## src/hdl/tkpr_pkg.sv

```systemverilog
// Shared types and constants for the top-k pixel ranker.
package tkpr_pkg;

  localparam int DEF_RANK_DEPTH = 16;

  localparam int VAL_W   = 16;
  localparam int COORD_W = 12;
  localparam int RIDX_W  = 4;
  localparam int RANK_W  = 5;
  localparam int TOTAL_W = 32;

  localparam logic CMD_PUSH = 1'b0;
  localparam logic CMD_READ = 1'b1;

  typedef struct packed {
    logic [VAL_W-1:0]   val;
    logic [COORD_W-1:0] col;
    logic [COORD_W-1:0] row;
  } entry_t;

  // controller to datapath
  typedef struct packed {
    logic load;  // capture the operands of an accepted transfer
    logic exec;  // carry out the captured command
  } ctl_cmd_t;

endpackage

```

## src/hdl/tkpr_ctrl.sv

```systemverilog
// Controller for the top-k pixel ranker: sequencing and handshake.
module tkpr_ctrl (
  input  logic               clk_i,
  input  logic               rst_ni,
  input  logic               start,
  output logic               busy,
  output logic               done_o,
  output tkpr_pkg::ctl_cmd_t cmd_o
);
  import tkpr_pkg::*;

  typedef enum logic {
    ST_IDLE,
    ST_EXEC
  } state_e;

  state_e state_q, state_d;
  logic   done_q, done_d;

  always_comb begin
    state_d    = state_q;
    done_d     = 1'b0;
    cmd_o.load = 1'b0;
    cmd_o.exec = 1'b0;
    case (state_q)
      ST_IDLE: begin
        if (start) begin
          cmd_o.load = 1'b1;
          state_d    = ST_EXEC;
        end
      end
      ST_EXEC: begin
        cmd_o.exec = 1'b1;
        done_d     = 1'b1;
        state_d    = ST_IDLE;
      end
      default: state_d = ST_IDLE;
    endcase
  end

  always_ff @(posedge clk_i or negedge rst_ni) begin
    if (!rst_ni) begin
      state_q <= ST_IDLE;
      done_q  <= 1'b0;
    end else begin
      state_q <= state_d;
      done_q  <= done_d;
    end
  end

  assign busy   = (state_q != ST_IDLE);
  assign done_o = done_q;

endmodule

```

## src/hdl/tkpr_datapath.sv

```systemverilog
// Datapath for the top-k pixel ranker: ranked cell row, counters, result registers.
module tkpr_datapath #(
  parameter int RANK_DEPTH = tkpr_pkg::DEF_RANK_DEPTH
) (
  input  logic                         clk_i,
  input  logic                         rst_ni,
  input  tkpr_pkg::ctl_cmd_t           cmd_i,
  input  logic                         command_i,
  input  logic [tkpr_pkg::VAL_W-1:0]   pixel_value_i,
  input  logic [tkpr_pkg::COORD_W-1:0] pixel_column_i,
  input  logic [tkpr_pkg::COORD_W-1:0] pixel_row_i,
  input  logic [tkpr_pkg::RIDX_W-1:0]  read_index_i,
  output logic [tkpr_pkg::RANK_W-1:0]  landed_rank_o,
  output logic [tkpr_pkg::RANK_W-1:0]  filled_entries_o,
  output logic [tkpr_pkg::TOTAL_W-1:0] pixel_total_o,
  output logic [tkpr_pkg::VAL_W-1:0]   entry_value_o,
  output logic [tkpr_pkg::COORD_W-1:0] entry_column_o,
  output logic [tkpr_pkg::COORD_W-1:0] entry_row_o,
  output logic                         entry_valid_o
);
  import tkpr_pkg::*;

  localparam int CNT_W = $clog2(RANK_DEPTH + 1);

  // captured operands
  logic               op_cmd_q;
  entry_t             op_pix_q;
  logic [RIDX_W-1:0]  op_idx_q;

  // ranked cells, descending by value; contents beyond the fill count are don't-care
  entry_t             cell_q [RANK_DEPTH];
  logic [CNT_W-1:0]   fill_q, fill_d;
  logic [TOTAL_W-1:0] total_q, total_d;

  // result registers
  logic [RANK_W-1:0]  landed_q, landed_d;
  entry_t             rd_q, rd_d;
  logic               valid_q, valid_d;

  logic [RANK_DEPTH-1:0] ge;   // cell holds a value at least as large (prefix mask)
  logic [RANK_DEPTH-1:0] ins;  // one-hot insertion point
  logic [CNT_W-1:0]      pos;
  logic                  do_push;
  entry_t                rd_sel;

  assign do_push = cmd_i.exec && (op_cmd_q == CMD_PUSH);

  always_comb begin
    for (int k = 0; k < RANK_DEPTH; k++) begin
      ge[k] = (CNT_W'(k) < fill_q) && (cell_q[k].val >= op_pix_q.val);
    end
    for (int k = 0; k < RANK_DEPTH; k++) begin
      if (k == 0) begin
        ins[k] = !ge[k];
      end else begin
        ins[k] = !ge[k] && ge[k-1];
      end
    end
    pos = '0;
    for (int k = 0; k < RANK_DEPTH; k++) begin
      if (ins[k]) begin
        pos = pos | CNT_W'(k);
      end
    end
    if (!(|ins)) begin
      pos = CNT_W'(RANK_DEPTH);
    end
  end

  always_comb begin
    rd_sel = '0;
    for (int k = 0; k < RANK_DEPTH; k++) begin
      if (int'(op_idx_q) == k) begin
        rd_sel = cell_q[k];
      end
    end
  end

  always_comb begin
    fill_d   = fill_q;
    total_d  = total_q;
    landed_d = landed_q;
    rd_d     = rd_q;
    valid_d  = valid_q;
    if (cmd_i.exec) begin
      if (op_cmd_q == CMD_PUSH) begin
        if ((|ins) && (fill_q < CNT_W'(RANK_DEPTH))) begin
          fill_d = fill_q + 1'b1;
        end
        total_d  = total_q + 1'b1;
        landed_d = RANK_W'(pos);
        rd_d     = '0;
        valid_d  = 1'b0;
      end else begin
        landed_d = '0;
        if (int'(op_idx_q) < int'(fill_q)) begin
          rd_d    = rd_sel;
          valid_d = 1'b1;
        end else begin
          rd_d    = '0;
          valid_d = 1'b0;
        end
      end
    end
  end

  always_ff @(posedge clk_i) begin
    if (cmd_i.load) begin
      op_cmd_q     <= command_i;
      op_pix_q.val <= pixel_value_i;
      op_pix_q.col <= pixel_column_i;
      op_pix_q.row <= pixel_row_i;
      op_idx_q     <= read_index_i;
    end
    landed_q <= landed_d;
    rd_q     <= rd_d;
    valid_q  <= valid_d;
  end

  // each cell takes the new pixel, shifts down from the cell above, or holds
  always_ff @(posedge clk_i) begin
    if (do_push) begin
      for (int k = 0; k < RANK_DEPTH; k++) begin
        if (ins[k]) begin
          cell_q[k] <= op_pix_q;
        end else if (k > 0) begin
          if (!ge[k-1]) begin
            cell_q[k] <= cell_q[k-1];
          end
        end
      end
    end
  end

  always_ff @(posedge clk_i or negedge rst_ni) begin
    if (!rst_ni) begin
      fill_q  <= '0;
      total_q <= '0;
    end else begin
      fill_q  <= fill_d;
      total_q <= total_d;
    end
  end

  assign landed_rank_o    = landed_q;
  assign filled_entries_o = RANK_W'(fill_q);
  assign pixel_total_o    = total_q;
  assign entry_value_o    = rd_q.val;
  assign entry_column_o   = rd_q.col;
  assign entry_row_o      = rd_q.row;
  assign entry_valid_o    = valid_q;

endmodule

```

## src/hdl/top_k_pixel_ranker.sv

```systemverilog
// Top level of the top-k pixel ranker.
// Keeps the RANK_DEPTH largest pixels pushed since reset in descending order; ties keep the
// earlier pixel higher. A command is taken when start is high and busy is low; every command
// runs as a capture step, then one parallel compare-and-shift over the cell row; busy stays
// high until it is through, so no new command is accepted before then. The result appears in
// the same cycle that busy falls, on the result ports with done_o high for one cycle; there is
// no back-pressure, so the receiver must take it then.
module top_k_pixel_ranker #(
  parameter int RANK_DEPTH = tkpr_pkg::DEF_RANK_DEPTH
) (
  input  logic                         clk_i,
  input  logic                         rst_ni,
  input  logic                         start,
  output logic                         busy,
  input  logic                         command_i,
  input  logic [tkpr_pkg::VAL_W-1:0]   pixel_value_i,
  input  logic [tkpr_pkg::COORD_W-1:0] pixel_column_i,
  input  logic [tkpr_pkg::COORD_W-1:0] pixel_row_i,
  input  logic [tkpr_pkg::RIDX_W-1:0]  read_index_i,
  output logic                         done_o,
  output logic [tkpr_pkg::RANK_W-1:0]  landed_rank_o,
  output logic [tkpr_pkg::RANK_W-1:0]  filled_entries_o,
  output logic [tkpr_pkg::TOTAL_W-1:0] pixel_total_o,
  output logic [tkpr_pkg::VAL_W-1:0]   entry_value_o,
  output logic [tkpr_pkg::COORD_W-1:0] entry_column_o,
  output logic [tkpr_pkg::COORD_W-1:0] entry_row_o,
  output logic                         entry_valid_o
);
  import tkpr_pkg::*;

  ctl_cmd_t ctl_cmd;

  tkpr_ctrl u_ctrl (
    .clk_i  (clk_i),
    .rst_ni (rst_ni),
    .start  (start),
    .busy   (busy),
    .done_o (done_o),
    .cmd_o  (ctl_cmd)
  );

  tkpr_datapath #(
    .RANK_DEPTH (RANK_DEPTH)
  ) u_datapath (
    .clk_i            (clk_i),
    .rst_ni           (rst_ni),
    .cmd_i            (ctl_cmd),
    .command_i        (command_i),
    .pixel_value_i    (pixel_value_i),
    .pixel_column_i   (pixel_column_i),
    .pixel_row_i      (pixel_row_i),
    .read_index_i     (read_index_i),
    .landed_rank_o    (landed_rank_o),
    .filled_entries_o (filled_entries_o),
    .pixel_total_o    (pixel_total_o),
    .entry_value_o    (entry_value_o),
    .entry_column_o   (entry_column_o),
    .entry_row_o      (entry_row_o),
    .entry_valid_o    (entry_valid_o)
  );

endmodule
```

## config.mk

```make
export PLATFORM = sky130hd
export DESIGN_NAME = top_k_pixel_ranker
export DESIGN_NICKNAME = d
export VERILOG_FILES = /design/src/hdl/tkpr_pkg.sv /design/src/hdl/tkpr_ctrl.sv /design/src/hdl/tkpr_datapath.sv /design/src/hdl/top_k_pixel_ranker.sv
export SDC_FILE = /design/constraint.sdc
export NUM_CORES = 1
export LEC_CHECK = 0
export ABC_AREA = 1
export BUFFER_PORTS_ARGS = -buffer_cell sky130_fd_sc_hd__buf_4
export CELL_PAD_IN_SITES_DETAIL_PLACEMENT = 0
export CELL_PAD_IN_SITES_GLOBAL_PLACEMENT = 1
export CORE_MARGIN = 2
export CORE_UTILIZATION = 40
export DETAILED_ROUTE_END_ITERATION = 12
export PLACE_DENSITY_LB_ADDON = 0.1
export SYNTH_ARGS = -nofsm -noshare
export SYNTH_HDL_FRONTEND = slang
export SYNTH_SLANG_ARGS = --single-unit
```

## constraint.sdc

```tcl
create_clock -name clk_i -period 5.5 [get_ports clk_i]
set_input_delay 0.55 -clock clk_i [delete_from_list [all_inputs] [get_ports clk_i]]
set_output_delay 0.55 -clock clk_i [all_outputs]
set_load 0.1 [all_outputs]
```

==> impl_metrics.ini, run 1 <==
[floorplan]
fp.dieW_um = 329
num_rows = 119
die_h_um = 329
start_util_pct = 40.3
core-area_sq_um = 105000
ios = 133
die-area_sq_um = 108000

[global_route]
antenna_found_initial = 2
grt_pass1_wl_mm = 195
grt_max_degree = 76
grt_use_total_pct = 24.0
grt-ovfl-total = 0
grt_pass1_vias = 31070

[clock_tree]
cts_buffer_depth = 3
insertion_delay_ns = 0.69
cts.htree.levels = 3
ctsResizeCount = 0
clkTransAtPathRegs_ns = 0.06
root_buffer = clkbuf_16
numClockSinks = 770
cts_tree = yes
cts_made_buffers = 89

[synthesis]
synth-edff-count = 731
async_flop_share_pct = 5.06
synth_seq_cells = 770
ys_seq_area_share_pct = 54.1
syn_area_sq_um = 42300
avgSynthCellArea_sq_um = 9.77
synthFlopType = edfxtp_1
syn_nets = 4644
synth_cell_type_count = 40
ys_warn_count = 0
synth_cells = 4335

[cells_and_area]
area_growth_syn_to_layout_pct = 13.7
layout-drive-gt1-share_pct = 14.8
fin_area_sq_um = 48200
fillCellCount = 10301
instances_no_fill = 5933
final_common_cell = nand2_1
postLayoutCoreUtil_pct = 45.8
final_cell_mix = nand2_1, edfxtp_1, nor2_1
n_antenna_cell = 0
nNetsFinal = 4782

[timing]
worst_slew_pin_slew_ns = 1.10
maxSlewHeadroom_pct = 26.6
period_needed_ns = 4.21
fin_skew_ns = 0.0546
finalHoldViolations = 0
rsz0062_at_grt = false
hold_slack_ns = 0.0396
clock.fmax_ghz = 0.237
final.setup.tns_ns = 0
min_period_over_period_pct = 76.6
slew_viol_final = 0
setup-violations-final = 0

[power]
leakagePower_nw = 19.8
p_per_area_nw_per_um2 = 364
power_frac_clock_pct = 33.3
switchingPower_mw = 5.78
swShare_pct = 32.9
power.share.sequential_pct = 45.2
combPwrFrac_pct = 21.5
p_int_mw = 11.8
vdd_drop_max_mv = 0.485

[setup_path]
crit_path_top_delay_cell = edfxtp_1
worstPathCellList = inv_1, buf_4, ha_1, nand2_1, inv_1, nand2_1, nand2_1, nand2_1, nand2_1, nand2_1, nand3_1, nand2_1, nand2_2, nand2_2, buf_4
cp_slowest_stage_delay_ns = 0.61
crit_family = simple AND/OR/NAND/NOR gates
path_buf_inv = 4
required_ns = 5.79
crit_cells = 15
crit_type = reg2reg
critical_path.most_common_cell = nand2_1
start_kind = register
endpoint_kind = register
crit_path_max_fanout = 27
arrival_ns = 4.50
r2r_cells = 15

[detailed_routing]
via_count = 31077
post_drt_wl_per_cell_um = 22.0
drc = 0
ant_nets = 0
routed_via_density = 5.24
dr.pass1.iters = 5
drt_iter0_drc = 2146
wirelength_mm = 130

[placed_design]
port-buffer-count = 132
postPlaceCellArea_sq_um = 45100
place_congestion = 0.862
post-dp-hpwl_mm = 93.4
placedCellCount = 5747

[hold_path]
hp-class = in2reg
min_path_cells = 1

[status]
status = finished clean

[job]
maxCapViolations = 0
[cells in the mapped netlist (2+ instances only)]
| cell | count | area [sq um] |
|---|---|---|
| o21a_1 | 10 | 75.1 |
| nand2_2 | 3 | 18.8 |
| nor2_4 | 2 | 22.5 |
| ha_1 | 261 | 3270 |
| nor4_1 | 10 | 62.6 |
| mux2_2 | 251 | 2830 |
| o21bai_1 | 7 | 52.6 |
| o211ai_1 | 17 | 128 |
| buf_4 | 7 | 52.6 |
| nand3_1 | 111 | 556 |
| nor3_1 | 11 | 55.1 |
| o21ai_1 | 6 | 30.0 |
| nand4_4 | 2 | 42.5 |
| buf_2 | 75 | 375 |
| o21ai_0 | 266 | 1330 |
| inv_1 | 379 | 1420 |
| nand4_1 | 116 | 726 |
| nand3_2 | 6 | 60.1 |
| inv_2 | 13 | 48.8 |
| a21o_1 | 7 | 52.6 |
| a21oi_1 | 336 | 1680 |
| nor3_2 | 2 | 20.0 |
| dfrtp_1 | 39 | 976 |
| clkbuf_1 | 120 | 450 |
| nor2_2 | 10 | 62.6 |
| nand2_1 | 1030 | 3870 |
| edfxtp_1 | 731 | 22000 |
| xnor2_1 | 6 | 52.6 |
| nor2_1 | 463 | 1740 |
| xor2_1 | 28 | 245 |
[power groups by stage]
stage          combinational, mW  sequential (mW)  clock (mW)
3_3_place_gp                3.74             8.05           0
6_report                    3.77             7.92        5.85
5_1_grt                     4.18             8.00        6.18
4_1_cts                     3.81             7.93        5.97
3_5_place_dp                3.78             8.04           0
2_1_floorplan               2.06             8.37           0
[state kept, by name (all words and copies together), names as in the netlist]
name and cells:
u_datapath.op_idx_q 4, u_ctrl.done_o 1, u_datapath.entry_row_o 12, u_datapath.entry_column_o 12, u_datapath.op_pix_q 40, u_datapath.op_cmd_q 1, u_datapath.entry_valid_o 1, u_datapath.landed_rank_o 5
u_datapath.pixel_total_o 32, u_ctrl.busy 1, u_datapath.entry_value_o 16, u_datapath.cell_q 640, u_datapath.filled_entries_o 5
[final timing paths]
check	from	endpoint	slack, ns
setup / recovery	u_datapath.op_pix_q[27]	u_datapath.cell_q[0][276]	1.29
setup reg to reg	u_datapath.op_pix_q[27]	u_datapath.cell_q[0][276]	1.29
hold / removal	command_i	u_datapath.op_cmd_q	0.04
hold reg to reg	u_datapath.pixel_total_o[31]	u_datapath.pixel_total_o[31]	0.47
min in group asynchronous	rst_ni	u_datapath.filled_entries_o[1]	0.39
max in group asynchronous	rst_ni	u_ctrl.busy	4.74
[cell type report]
type                       instances  area [sq um]  area share [%]
sequential                       770         22900            47.6
timing repair buffer             250          2030            4.21
clock inverter                    48           403           0.837
clock buffer                     112          2390            4.96
tap                             1391          1740            3.61
inverter                         394          1480            3.08
multi-input combinational       2968         17200            35.7
[what timing repair did]
action	CTS	global route
hold buffers	26	0
endpoints found under the hold margin	64	0
buffers inserted	0	0
[stage by stage]
step,setup WS (ns),power (mW)
2_1_floorplan,0.700,10.4
3_3_place_gp,1.28,11.8
3_5_place_dp,1.28,11.8
4_1_cts,1.19,17.7
5_1_grt,0.955,18.4
6_report,1.29,17.5
[per-layer routing]
| layer | global-route usage, % | share of wire (%) |
|---|---|---|
| met1 | 30.0 | 43 |
| met2 | 43.6 | 51 |
| met3 | 3.02 | 3.5 |
| met4 | 6.17 | 2.4 |
| met5 | 0 | 0 |
[cells by family after synthesis]
logic type	after synthesis	share of synthesized area (%)
XOR/XNOR	34	0.703
AO/OA/AOI/OAI	652	7.97
adder cells (fa/ha/maj)	261	7.71
buffers and inverters	597	5.59
flip-flops	770	54.1
AND/OR/NAND/NOR	1770	17.2
multiplexers	251	6.68
Note: power is estimated with default switching activity, not from simulation.
==> run 2: changes to the inputs <==
--- a/config.mk
+++ b/config.mk
@@ -5,7 +5,7 @@
 export SDC_FILE = /design/constraint.sdc
 export NUM_CORES = 1
 export LEC_CHECK = 0
-export ABC_AREA = 1
+export ABC_AREA = 0
 export BUFFER_PORTS_ARGS = -buffer_cell sky130_fd_sc_hd__buf_4
 export CELL_PAD_IN_SITES_DETAIL_PLACEMENT = 0
 export CELL_PAD_IN_SITES_GLOBAL_PLACEMENT = 1
==> constraint.sdc (replaced) <==
create_clock -name clk_i -period 4 [get_ports clk_i]
set_input_delay 0.4 -clock clk_i [delete_from_list [all_inputs] [get_ports clk_i]]
set_output_delay 0.4 -clock clk_i [all_outputs]
set_load 0.1 [all_outputs]
==> impl_metrics.ini, run 2 <==
[status]
status = finished clean

[floorplan]
die-area_sq_um = 107000
fp.dieW_um = 326
num_rows = 118
core-area_sq_um = 103000
die_h_um = 326
start_util_pct = 40.2
ios = 133

[synthesis]
synthFlopType = edfxtp_1
syn_nets = 3675
synth_cells = 3366
ys_warn_count = 0
async_flop_share_pct = 5.06
yosysMostFrequentCell = edfxtp_1
synth_cell_type_count = 82
synth_area_leader_cell = edfxtp_1
synth_top_area_share_pct = 52.8
ys_seq_area_share_pct = 55.2
avgSynthCellArea_sq_um = 12.3
yosys-top-cells-area = edfxtp_1, mux2_2, ha_1, o21ai_0, nand2_1
synth-edff-count = 731
synth_seq_cells = 770
synthTopCellsByCount = edfxtp_1, mux2_2, o21ai_0
syn_area_sq_um = 41600

[clock_tree]
cts.htree.levels = 3
insertion_delay_ns = 0.68
cts_made_buffers = 94
root_buffer = clkbuf_16
clkTransAtPathRegs_ns = 0.06
cts_buffer_depth = 3
cts_tree = yes
numClockSinks = 770

[power]
vdd_drop_max_mv = 0.409
p_per_area_nw_per_um2 = 490
swShare_pct = 31.0
power_frac_clock_pct = 35.6
switchingPower_mw = 7.48
leakagePower_nw = 17.7
p_int_mw = 16.6
power.share.sequential_pct = 43.3
combPwrFrac_pct = 21.1
power.total_mw = 24.1

[cells_and_area]
top_register = u_datapath.cell_q
layout-drive-gt1-share_pct = 26.9
nNetsFinal = 3950
final_cell_mix = edfxtp_1, mux2_2, o21ai_0
largest_register_ffs = 640
n_antenna_cell = 0
final_common_cell = edfxtp_1
area_growth_syn_to_layout_pct = 18.4

[detailed_routing]
ant_nets = 0
via_count = 29953
wirelength_mm = 141
post_drt_wl_per_cell_um = 27.6
routed_via_density = 5.87
drc = 0
dr.pass1.iters = 8
drt_iter0_drc = 3271

[timing]
maxSlewHeadroom_pct = 35.2
worst_slew_pin_slew_ns = 0.972
min_period_over_period_pct = 97.9
period_needed_ns = 3.92
setup-violations-final = 0
slew_viol_final = 0
rsz0062_at_grt = false
finalHoldViolations = 0
clock.fmax_ghz = 0.255
hold_slack_ns = 0.240
fin_skew_ns = 0.0223

[setup_path]
arrival_ns = 4.23
crit_type = reg2reg
crit_path_top_delay_cell = o31ai_1
endpoint_kind = register
cp_slowest_stage_delay_ns = 0.70
required_ns = 4.32
start_kind = register
crit_path_max_fanout = 24
worstPathCellList = inv_1, buf_4, ha_1, o21ai_0, a21oi_1, o31ai_1, a21oi_1, o221ai_2, and2_2, inv_1, nand2_2, buf_4
r2r_cells = 12

[global_route]
grt_max_degree = 56
grt_use_total_pct = 26.0
antenna_found_initial = 7
grt-ovfl-total = 0
grt_pass1_vias = 29192
grt_pass1_wl_mm = 205

[placed_design]
place_congestion = 0.883
post-dp-hpwl_mm = 102
port-buffer-count = 132

[job]
maxCapViolations = 0

[hold_path]
hp-class = in2async
## run 2: critical path: cells and delay by family, from the launching register on
kind	cells	cell delay [ns]
buffers and inverters	4	0.98
AND/OR/NAND/NOR	2	0.32
AO/OA/AOI/OAI	5	1.53
adder cells (fa/ha/maj)	1	0.22
flip-flops	1	0.46
## run 2: cells by family (layout without fill, tap and decap cells)
kind of cell             after synthesis  after routing  share of synthesized area (%)
AO/OA/AOI/OAI                        904            904                           13.5
XOR/XNOR                              34             34                          0.716
adder cells (fa/ha/maj)              261            261                           7.86
buffers and inverters                276            629                           2.83
flip-flops                           770            770                           55.2
multiplexers                         462            462                           12.7
AND/OR/NAND/NOR                      659            661                           7.26
## run 2: repair_timing
| action | 4_1_cts | 5_1_grt |
|---|---|---|
| gates cloned | 1 | 1 |
| setup endpoints to repair | 243 | 263 |
| pin swaps | 3 | 1 |
| hold buffers | 46 | 0 |
| resized for setup | 4 | 3 |
| hold endpoints to repair | 84 | 0 |
| buffers inserted | 7 | 6 |
## run 2: cell type report
class	count	area (sq um)
inverter	50	188
timing repair buffer	403	3580
multi-input combinational	2322	17700
clock inverter	50	500
fill	9224	54100
clock buffer	126	2570
sequential	770	22900
tap	1380	1730
## run 2: power groups by stage
stage | logic [mW] | clock network, mW | registers, mW
after floorplan | 2.48 | 0 | 11.1
after global placement | 4.90 | 0 | 10.6
after detailed placement | 4.96 | 0 | 10.6
after CTS | 5.06 | 8.75 | 10.4
after global routing | 5.45 | 9.06 | 10.5
final | 5.07 | 8.58 | 10.4
## run 2: layer usage
layer,share of wire [%],vias to the layer above,GRT usage [%]
met1,48,14971,39.9
met3,8.0,168,5.66
li1,-,13641,-
met2,42,1171,37.0
met4,2.2,2,6.17
met5,0.0078,-,0
## run 2: per-stage QoR
step,area (sq um),worst slack (ns),instances,utilization [%],setup TNS (ns)
after floorplan,41600,-0.124,3366,-,-9.28
after global routing,49200,0.00959,5101,47.6,0
after CTS,49100,0.00809,5094,47.5,0
after detailed placement,45500,-0.388,4864,44.0,-43.47
final,49200,0.0821,5101,47.6,0
after global placement,45500,-0.328,4864,44.0,-31.94
## run 2: final timing paths
| kind | startpoint | endpoint | slack (ns) |
|---|---|---|---|
| worst max-delay path | u_datapath.op_pix_q[25] | u_datapath.cell_q[0][83] | 0.08 |
| worst min-delay path | rst_ni | u_datapath.pixel_total_o[0] | 0.24 |
| worst max register to register | u_datapath.op_pix_q[25] | u_datapath.cell_q[0][83] | 0.08 |
| worst min register to register | u_datapath.pixel_total_o[31] | u_datapath.pixel_total_o[31] | 0.47 |
| max in group asynchronous | rst_ni | u_ctrl.busy | 3.37 |
| min in group clk_i | start | u_datapath.op_pix_q[9] | 0.29 |
